### config.mk
export PLATFORM = sky130hd
export DESIGN_NAME = key_value_table_insert_lookup
export DESIGN_NICKNAME = d
export VERILOG_FILES = /design/src/rtl/kvt_pkg.sv /design/src/rtl/key_value_table_insert_lookup.sv /design/src/rtl/kvt_mem.sv /design/src/rtl/kvt_scan.sv
export SDC_FILE = /design/constraint.sdc
export NUM_CORES = 2
export LEC_CHECK = 0
export BUFFER_PORTS_ARGS = -buffer_cell sky130_fd_sc_hd__buf_4
export CAP_MARGIN = 20
export CELL_PAD_IN_SITES_DETAIL_PLACEMENT = 0
export CELL_PAD_IN_SITES_GLOBAL_PLACEMENT = 1
export CORE_ASPECT_RATIO = 0.6
export CORE_UTILIZATION = 56
export DETAILED_ROUTE_END_ITERATION = 8
export MAX_ROUTING_LAYER = met4
export PLACE_DENSITY_LB_ADDON = 0.1
export SLEW_MARGIN = 30
export SYNTH_ARGS = -nofsm -noshare
export SYNTH_HDL_FRONTEND = slang
export SYNTH_SLANG_ARGS = --single-unit
### constraint.sdc
create_clock -name clk -period 10.7 [get_ports clk]
set_clock_uncertainty 0.05 [all_clocks]
set_input_delay 2.14 -clock clk [delete_from_list [all_inputs] [get_ports clk]]
set_output_delay 2.14 -clock clk [all_outputs]
set_load 0.01 [all_outputs]
### src/rtl/kvt_pkg.sv
`default_nettype none
// ----------------------------------------------------------------------------
// kvt_pkg: shared types and constants for the key-value table
// Field widths, default sizes, controller states and memory control groups.
// ----------------------------------------------------------------------------
package kvt_pkg;

  localparam int KVT_ENTRIES    = 16;
  localparam int KVT_KEY_BITS   = 64;
  localparam int KVT_VALUE_BITS = 32;

  localparam int KVT_ACTION_W = 1;
  localparam int KVT_KEY_W    = 64;
  localparam int KVT_VALUE_W  = 32;

  localparam logic KVT_ACT_ADD    = 1'b0;
  localparam logic KVT_ACT_LOOKUP = 1'b1;

  localparam logic KVT_STATUS_OK   = 1'b0;
  localparam logic KVT_STATUS_FULL = 1'b1;

  typedef enum logic [1:0] {
    ST_IDLE,
    ST_SCAN,
    ST_DONE
  } kvt_state_t;

  typedef struct packed {
    logic rd_en;
    logic wr_en;
  } kvt_mem_ctl_t;

  typedef struct packed {
    logic done;
    logic hit;
  } kvt_scan_sts_t;

endpackage
`default_nettype wire

### src/rtl/key_value_table_insert_lookup.sv
`default_nettype none
// ----------------------------------------------------------------------------
// key_value_table_insert_lookup: bounded key-value table with linear search
// Input channel (in_valid/in_stall) carries an action, a key and a value.
// An add overwrites the value of an equal key or fills the next free entry;
// a full table returns status=1 and stores nothing. A lookup returns found
// and the stored value, or found=0 and value 0. Entries are never removed.
// Result channel (out_valid/out_stall) returns one result per request.
// Sequence: the request is taken, the search reads one stored key per cycle
// from the entry memory (its single read port sets the pace), the last key
// read is compared in the cycle after that read, and the write-back loads
// the result register. Only after that is the next request accepted.
// Reset empties the table at once through the fill count; no clearing pass.
// A stalled result holds in the output register; the next request is
// accepted, but its write-back waits until the held result is taken.
// ----------------------------------------------------------------------------
module key_value_table_insert_lookup #(
  parameter int ENTRIES    = kvt_pkg::KVT_ENTRIES,
  parameter int KEY_BITS   = kvt_pkg::KVT_KEY_BITS,
  parameter int VALUE_BITS = kvt_pkg::KVT_VALUE_BITS
) (
  input  wire                                clk,
  input  wire                                rst_n,
  input  wire                                in_valid,
  output logic                               in_stall,
  input  wire  [kvt_pkg::KVT_ACTION_W-1:0]   in_action,
  input  wire  [kvt_pkg::KVT_KEY_W-1:0]      in_key,
  input  wire  [kvt_pkg::KVT_VALUE_W-1:0]    in_value,
  output logic                               out_valid,
  input  wire                                out_stall,
  output logic                               out_status,
  output logic                               out_found,
  output logic [kvt_pkg::KVT_VALUE_W-1:0]    out_value_out
);
  import kvt_pkg::*;

  localparam int AW = (ENTRIES > 1) ? $clog2(ENTRIES) : 1;
  localparam int CW = $clog2(ENTRIES + 1);

  kvt_state_t              state_r, state_nxt;
  logic [CW-1:0]           fill_r, fill_nxt;
  logic                    act_r;
  logic [KEY_BITS-1:0]     key_r;
  logic [VALUE_BITS-1:0]   val_r;
  logic                    hit_r;
  logic [AW-1:0]           hit_addr_r;
  logic [VALUE_BITS-1:0]   hit_val_r;
  logic                    out_valid_r, out_valid_nxt;
  logic                    out_status_r;
  logic                    out_found_r;
  logic [KVT_VALUE_W-1:0]  out_value_r;

  logic                    in_xfer;
  logic                    scan_start;
  logic                    out_load;
  logic                    table_full;
  logic                    wr_req;
  logic [63:0]             in_value_wide;
  logic [63:0]             hit_val_wide;

  kvt_mem_ctl_t            mem_ctl;
  logic [AW-1:0]           mem_wr_addr;
  logic [AW-1:0]           rd_addr;
  logic [KEY_BITS-1:0]     rd_key;
  logic [VALUE_BITS-1:0]   rd_value;
  logic                    scan_rd_en;
  kvt_scan_sts_t           scan_sts;
  logic [AW-1:0]           scan_hit_addr;
  logic [VALUE_BITS-1:0]   scan_hit_value;

  assign in_xfer       = in_valid && !in_stall;
  assign table_full    = (fill_r == CW'(ENTRIES));
  assign wr_req        = (act_r == KVT_ACT_ADD) && (hit_r || !table_full);
  assign in_value_wide = {32'b0, in_value};
  assign hit_val_wide  = 64'(hit_val_r);

  // next state
  always_comb begin
    state_nxt = state_r;
    unique case (state_r)
      ST_IDLE: begin
        if (in_valid) begin
          state_nxt = ST_SCAN;
        end
      end
      ST_SCAN: begin
        if (scan_sts.done) begin
          state_nxt = ST_DONE;
        end
      end
      ST_DONE: begin
        if (!out_valid_r || !out_stall) begin
          state_nxt = ST_IDLE;
        end
      end
      default: state_nxt = ST_IDLE;
    endcase
  end

  // state outputs
  always_comb begin
    in_stall       = 1'b1;
    scan_start     = 1'b0;
    out_load       = 1'b0;
    mem_ctl.wr_en  = 1'b0;
    mem_ctl.rd_en  = scan_rd_en;
    unique case (state_r)
      ST_IDLE: begin
        in_stall   = 1'b0;
        scan_start = in_valid;
      end
      ST_SCAN: begin
      end
      ST_DONE: begin
        if (!out_valid_r || !out_stall) begin
          out_load      = 1'b1;
          mem_ctl.wr_en = wr_req;
        end
      end
      default: begin
      end
    endcase
  end

  assign mem_wr_addr   = hit_r ? hit_addr_r : fill_r[AW-1:0];

  always_comb begin
    fill_nxt = fill_r;
    if (out_load && (act_r == KVT_ACT_ADD) && !hit_r && !table_full) begin
      fill_nxt = CW'(fill_r + 1'b1);
    end
  end

  always_comb begin
    out_valid_nxt = out_valid_r;
    if (out_load) begin
      out_valid_nxt = 1'b1;
    end else if (out_valid_r && !out_stall) begin
      out_valid_nxt = 1'b0;
    end
  end

  always_ff @(posedge clk) begin
    if (!rst_n) begin
      state_r     <= ST_IDLE;
      fill_r      <= '0;
      out_valid_r <= 1'b0;
    end else begin
      state_r     <= state_nxt;
      fill_r      <= fill_nxt;
      out_valid_r <= out_valid_nxt;
    end
  end

  // request and search result holding
  always_ff @(posedge clk) begin
    if (in_xfer) begin
      act_r <= in_action;
      key_r <= in_key[KEY_BITS-1:0];
      val_r <= in_value_wide[VALUE_BITS-1:0];
    end
    if (state_r == ST_SCAN && scan_sts.done) begin
      hit_r      <= scan_sts.hit;
      hit_addr_r <= scan_hit_addr;
      hit_val_r  <= scan_hit_value;
    end
  end

  // result register
  always_ff @(posedge clk) begin
    if (out_load) begin
      out_found_r <= hit_r;
      if (act_r == KVT_ACT_ADD) begin
        out_status_r <= (!hit_r && table_full) ? KVT_STATUS_FULL : KVT_STATUS_OK;
        out_value_r  <= '0;
      end else begin
        out_status_r <= KVT_STATUS_OK;
        out_value_r  <= hit_r ? hit_val_wide[KVT_VALUE_W-1:0] : '0;
      end
    end
  end

  assign out_valid     = out_valid_r;
  assign out_status    = out_status_r;
  assign out_found     = out_found_r;
  assign out_value_out = out_value_r;

  kvt_scan #(
    .ENTRIES    (ENTRIES),
    .KEY_BITS   (KEY_BITS),
    .VALUE_BITS (VALUE_BITS)
  ) u_scan (
    .clk       (clk),
    .rst_n     (rst_n),
    .start     (scan_start),
    .key       (key_r),
    .fill      (fill_r),
    .rd_key    (rd_key),
    .rd_value  (rd_value),
    .rd_en     (scan_rd_en),
    .rd_addr   (rd_addr),
    .sts       (scan_sts),
    .hit_addr  (scan_hit_addr),
    .hit_value (scan_hit_value)
  );

  kvt_mem #(
    .ENTRIES    (ENTRIES),
    .KEY_BITS   (KEY_BITS),
    .VALUE_BITS (VALUE_BITS)
  ) u_mem (
    .clk      (clk),
    .ctl      (mem_ctl),
    .rd_addr  (rd_addr),
    .wr_addr  (mem_wr_addr),
    .wr_key   (key_r),
    .wr_value (val_r),
    .rd_key   (rd_key),
    .rd_value (rd_value)
  );

  // fill count never passes the table size
  a_fill_bound: assert property (@(posedge clk) disable iff (!rst_n)
    fill_r <= CW'(ENTRIES))
    else $error("fill count above table size");

  // search reads and write-back never share a cycle
  a_no_rw_overlap: assert property (@(posedge clk) disable iff (!rst_n)
    !(mem_ctl.rd_en && mem_ctl.wr_en))
    else $error("memory read and write in the same cycle");

  // search finishes only while the controller waits for it
  a_done_in_scan: assert property (@(posedge clk) disable iff (!rst_n)
    scan_sts.done |-> state_r == ST_SCAN)
    else $error("search done outside scan state");

  // a full status never comes with a hit
  a_full_no_hit: assert property (@(posedge clk) disable iff (!rst_n)
    (out_valid && out_status == KVT_STATUS_FULL) |-> !out_found)
    else $error("table full reported on a hit");

endmodule
`default_nettype wire

### src/rtl/kvt_mem.sv
`default_nettype none
// ----------------------------------------------------------------------------
// kvt_mem: entry storage
// Key and value arrays with one write port and one registered read port.
// ----------------------------------------------------------------------------
module kvt_mem #(
  parameter int ENTRIES    = kvt_pkg::KVT_ENTRIES,
  parameter int KEY_BITS   = kvt_pkg::KVT_KEY_BITS,
  parameter int VALUE_BITS = kvt_pkg::KVT_VALUE_BITS,
  localparam int AW        = (ENTRIES > 1) ? $clog2(ENTRIES) : 1
) (
  input  wire                       clk,
  input  kvt_pkg::kvt_mem_ctl_t     ctl,
  input  wire  [AW-1:0]             rd_addr,
  input  wire  [AW-1:0]             wr_addr,
  input  wire  [KEY_BITS-1:0]       wr_key,
  input  wire  [VALUE_BITS-1:0]     wr_value,
  output logic [KEY_BITS-1:0]       rd_key,
  output logic [VALUE_BITS-1:0]     rd_value
);
  import kvt_pkg::*;

  logic [KEY_BITS-1:0]   key_mem [ENTRIES];
  logic [VALUE_BITS-1:0] val_mem [ENTRIES];

  always_ff @(posedge clk) begin
    if (ctl.wr_en) begin
      key_mem[wr_addr] <= wr_key;
      val_mem[wr_addr] <= wr_value;
    end
  end

  always_ff @(posedge clk) begin
    if (ctl.rd_en) begin
      rd_key   <= key_mem[rd_addr];
      rd_value <= val_mem[rd_addr];
    end
  end

endmodule
`default_nettype wire

### src/rtl/kvt_scan.sv
`default_nettype none
// ----------------------------------------------------------------------------
// kvt_scan: linear key search
// Walks the filled entries one read per cycle and compares each key in the
// cycle after its read; stops at the first match or after the last filled entry.
// ----------------------------------------------------------------------------
module kvt_scan #(
  parameter int ENTRIES    = kvt_pkg::KVT_ENTRIES,
  parameter int KEY_BITS   = kvt_pkg::KVT_KEY_BITS,
  parameter int VALUE_BITS = kvt_pkg::KVT_VALUE_BITS,
  localparam int AW        = (ENTRIES > 1) ? $clog2(ENTRIES) : 1,
  localparam int CW        = $clog2(ENTRIES + 1)
) (
  input  wire                        clk,
  input  wire                        rst_n,
  input  wire                        start,
  input  wire  [KEY_BITS-1:0]        key,
  input  wire  [CW-1:0]              fill,
  input  wire  [KEY_BITS-1:0]        rd_key,
  input  wire  [VALUE_BITS-1:0]      rd_value,
  output logic                       rd_en,
  output logic [AW-1:0]              rd_addr,
  output kvt_pkg::kvt_scan_sts_t     sts,
  output logic [AW-1:0]              hit_addr,
  output logic [VALUE_BITS-1:0]      hit_value
);
  import kvt_pkg::*;

  logic          busy_r, busy_nxt;
  logic          pend_r, pend_nxt;
  logic [CW-1:0] ptr_r, ptr_nxt;
  logic [AW-1:0] pend_addr_r;
  logic          hit;

  assign hit       = busy_r && pend_r && (rd_key == key);
  assign rd_en     = busy_r && (ptr_r != fill) && !hit;
  assign rd_addr   = ptr_r[AW-1:0];
  assign sts.hit   = hit;
  assign sts.done  = busy_r && (hit || (ptr_r == fill));
  assign hit_addr  = pend_addr_r;
  assign hit_value = rd_value;

  always_comb begin
    busy_nxt = busy_r;
    pend_nxt = rd_en;
    ptr_nxt  = ptr_r;
    if (start) begin
      busy_nxt = 1'b1;
      pend_nxt = 1'b0;
      ptr_nxt  = '0;
    end else begin
      if (rd_en) begin
        ptr_nxt = CW'(ptr_r + 1'b1);
      end
      if (sts.done) begin
        busy_nxt = 1'b0;
      end
    end
  end

  always_ff @(posedge clk) begin
    if (!rst_n) begin
      busy_r <= 1'b0;
      pend_r <= 1'b0;
      ptr_r  <= '0;
    end else begin
      busy_r <= busy_nxt;
      pend_r <= pend_nxt;
      ptr_r  <= ptr_nxt;
    end
  end

  always_ff @(posedge clk) begin
    pend_addr_r <= rd_addr;
  end

endmodule
`default_nettype wire

==> impl_metrics.yaml <==
timing:
  finalCriticalPeriod_ps: 5060
  fmaxAchievable_ghz: 0.197
  fin_crit_sh: 0.473
  rsz0062_at_grt: "no"
  setup_tns_ps: 0
  relSlewSlack: 0.214
  setup_viol: 0
  timing.final.max_slew_violations: 0
  hold_violations: 0
  worst_slew_pin_slew_ps: 1180
placed_design:
  io_buffers: 136
  place_congestion: 0.768
  place_hpwl_um: 78100
yosys:
  syn_area_um2: 67400
  synthesis.nets: 2774
  synth-edff-count: 1800
  synth.area.top_cells: "edfxtp_1 (80%), mux4_2 (16%), xnor2_1 (0.60%)"
  synth_top_area_cell: "edfxtp_1"
  ys_async_sr_fraction: 0
  synth_common_cells: "edfxtp_1 (1800), mux4_2 (480), clkbuf_1 (69), xnor2_1 (46), buf_2 (41)"
  synth_seq_cells: 1819
  yosys_warnings: 0
  synth.top_cell.area_share: 0.802
  synth_flop_cell: "edfxtp_1"
  synth_cell_types: 48
  ys_seq_area_frac: 0.807
  syn_inst: 2670
  yosysMostFrequentCell: "edfxtp_1"
  avgSynthCellArea_um2: 25.3
global_routing:
  grt_pass1_wl_um: 216000
  grt_pass1_vias: 30035
  grt_remaining_overflow: 0
  grt_max_degree: 144
  grt_usage: 0.260
  antenna_found_initial: 6
floorplan:
  die_area_um2: 122000
  die_h_um: 271
  core-area_um2: 119000
  die_w_um: 450
  io_pins: 137
  initial_core_util: 0.565
  fp-row-count: 98
clock_network:
  cts-htree-levels: 4
  clockRootBuffer: "clkbuf_16"
  numClockSinks: 1819
  clock_path_buffers: 3
  cts-resized-gates: 0
  insertion_delay_ps: 780
  clk_pin_slew_ps: 60
  hold_buffers: 0
  postCtsSetupRepairBufs: 0
  tritoncts: "built"
  cts_inserted_buffers: 158
detailed_routing:
  drt_first_pass_iters: 7
  wl_um: 150000
  vias: 29641
  routedWlPerCell_um: 32.3
  drc_errors: 0
  drt_iter0_markers: 3517
  ant_nets: 0
  viasPerCell: 6.39
hold_path:
  min-delay-start: "u_scan.hit_addr[2]$_DFF_P_"
  hp-class: "register to register"
pwr:
  p_int_mw: 10.8
  p_leak_nw: 22.9
  p_sw_frac: 0.196
  power_frac_comb: 0.008
  power_density_nw_per_um2: 178
  ir_drop_uv: 163
  p_switching_mw: 2.64
  power_frac_clock: 0.400
  seq_power_share: 0.592
setup_path:
  crit_end: "u_mem.key_mem[8][47]$_DFFE_PP_"
  reg2reg_depth: 8
  rr_endpoint: "u_mem.rd_key[24]$_DFFE_PP_"
  r2r_start: "key_r[50]$_DFFE_PP_"
  crit_type: "input pin to register"
  cp-end-kind: "register"
  arrival_ps: 5400
  required_ps: 11040
  cp_max_fo: 37
  rrSetupSlack_ps: 6290
  startpoint: "out_stall"
  startpoint_type: "input pin"
final_layout:
  drive_gt1_frac: 0.307
  syn2layout_area_growth_pct: 12.2
  fin_util: 0.634
  nets: 3018
job:
  maxCapViolations: 0
outcome:
  outcome: "finished clean"
[how the worst min path moves through the flow]
| stage | endpoint | slack (ps) | depth (start not counted) |
|---|---|---|---|
| floorplan | u_scan.hit_addr[3]$_DFF_P_ | 280 | 0 |
| global placement | hit_addr_r[2]$_DFFE_PP_ | 340 | 0 |
| detailed placement | hit_addr_r[1]$_DFFE_PP_ | 340 | 0 |
| CTS | hit_addr_r[1]$_DFFE_PP_ | 360 | 0 |
| global route | hit_addr_r[2]$_DFFE_PP_ | 360 | 0 |
| finish | hit_addr_r[2]$_DFFE_PP_ | 360 | 0 |
[worst max-delay path, stage by stage]
cell and delay, ps:
buf_4 120, a21oi_4 140, nand2b_1 120, or3_1 560, nor2_4 760, buf_4 770, buf_4 740
[layer usage]
layer / up-vias / GRT usage / routed length [um]
li1: 12007 / - / -
met1: 16228 / 0.401 / 67300
met2: 1215 / 0.367 / 69000
met3: 191 / 0.0425 / 10600
met4: 0 / 0.0668 / 2820
met5: - / - / 0
[cells by family after synthesis]
logic type / Yosys count / synth area share
compound gates: 36 / 0.00425
xor+xnor: 50 / 0.00649
fa+ha+maj: 3 / 0.000557
buf+inv: 134 / 0.00828
flops: 1819 / 0.807
mux: 483 / 0.161
simple gates: 145 / 0.0124
[metrics by stage]
step / cell area [um2] / power (mW) / hold WS, ps / setup WS (ps) / cells
finish: 75600 / 13.5 / 356 / 5640 / 4641
global route: 75600 / 13.9 / 365 / 5520 / 4639
CTS: 75600 / 13.6 / 357 / 5570 / 4634
detailed placement: 70800 / 8.24 / 343 / 4740 / 4352
global placement: 70600 / 8.23 / 339 / 4710 / 4347
floorplan: 67400 / 8.12 / 276 / 1400 / 2670
[registers in the layout, indices dropped and copies added, names as in the netlist, 32 cells and up]
signal / count
u_mem.key_mem: 1024
u_mem.val_mem: 512
key_r: 64
u_mem.rd_key: 64
hit_val_r: 32
out_value_out: 32
u_mem.rd_value: 32
val_r: 32
[power by group through the flow]
| stage | Sequential, mW | Clock (mW) | Combinational [mW] |
|---|---|---|---|
| detailed placement | 8.13 | 0 | 0.111 |
| global placement | 8.12 | 0 | 0.110 |
| floorplan | 8.08 | 0 | 0.0347 |
| finish | 7.98 | 5.40 | 0.110 |
| global route | 7.98 | 5.78 | 0.116 |
| CTS | 7.98 | 5.50 | 0.111 |
[layout make-up]
type,instances,area (um2)
flip-flops and latches,1819,54400
inverters,16,62.6
multi-input cells,717,12600
diodes,5,12.5
clock inverters,84,536
clock buffers,198,4250
fillers,7770,43700
well taps,1600,2000
repair buffers,202,1750
[layout by cell type, fill, tap and decap left out, drive strengths merged, types with 6 or more instances in the layout]
cell type,netlist,routed
buf,49,202
dfxtp,19,19
nand4,10,10
and3,32,32
nor2,26,26
inv,16,22
xnor2,46,46
o2111ai,7,7
clkbuf,69,198
edfxtp,1800,1800
nand2,11,11
mux4,480,480
clkinv,0,72
nor2b,16,16
nand3,7,7
o21ai,6,6
nor4,6,6
nand2b,20,20
No activity file was read; power rests on OpenSTA's default activity.
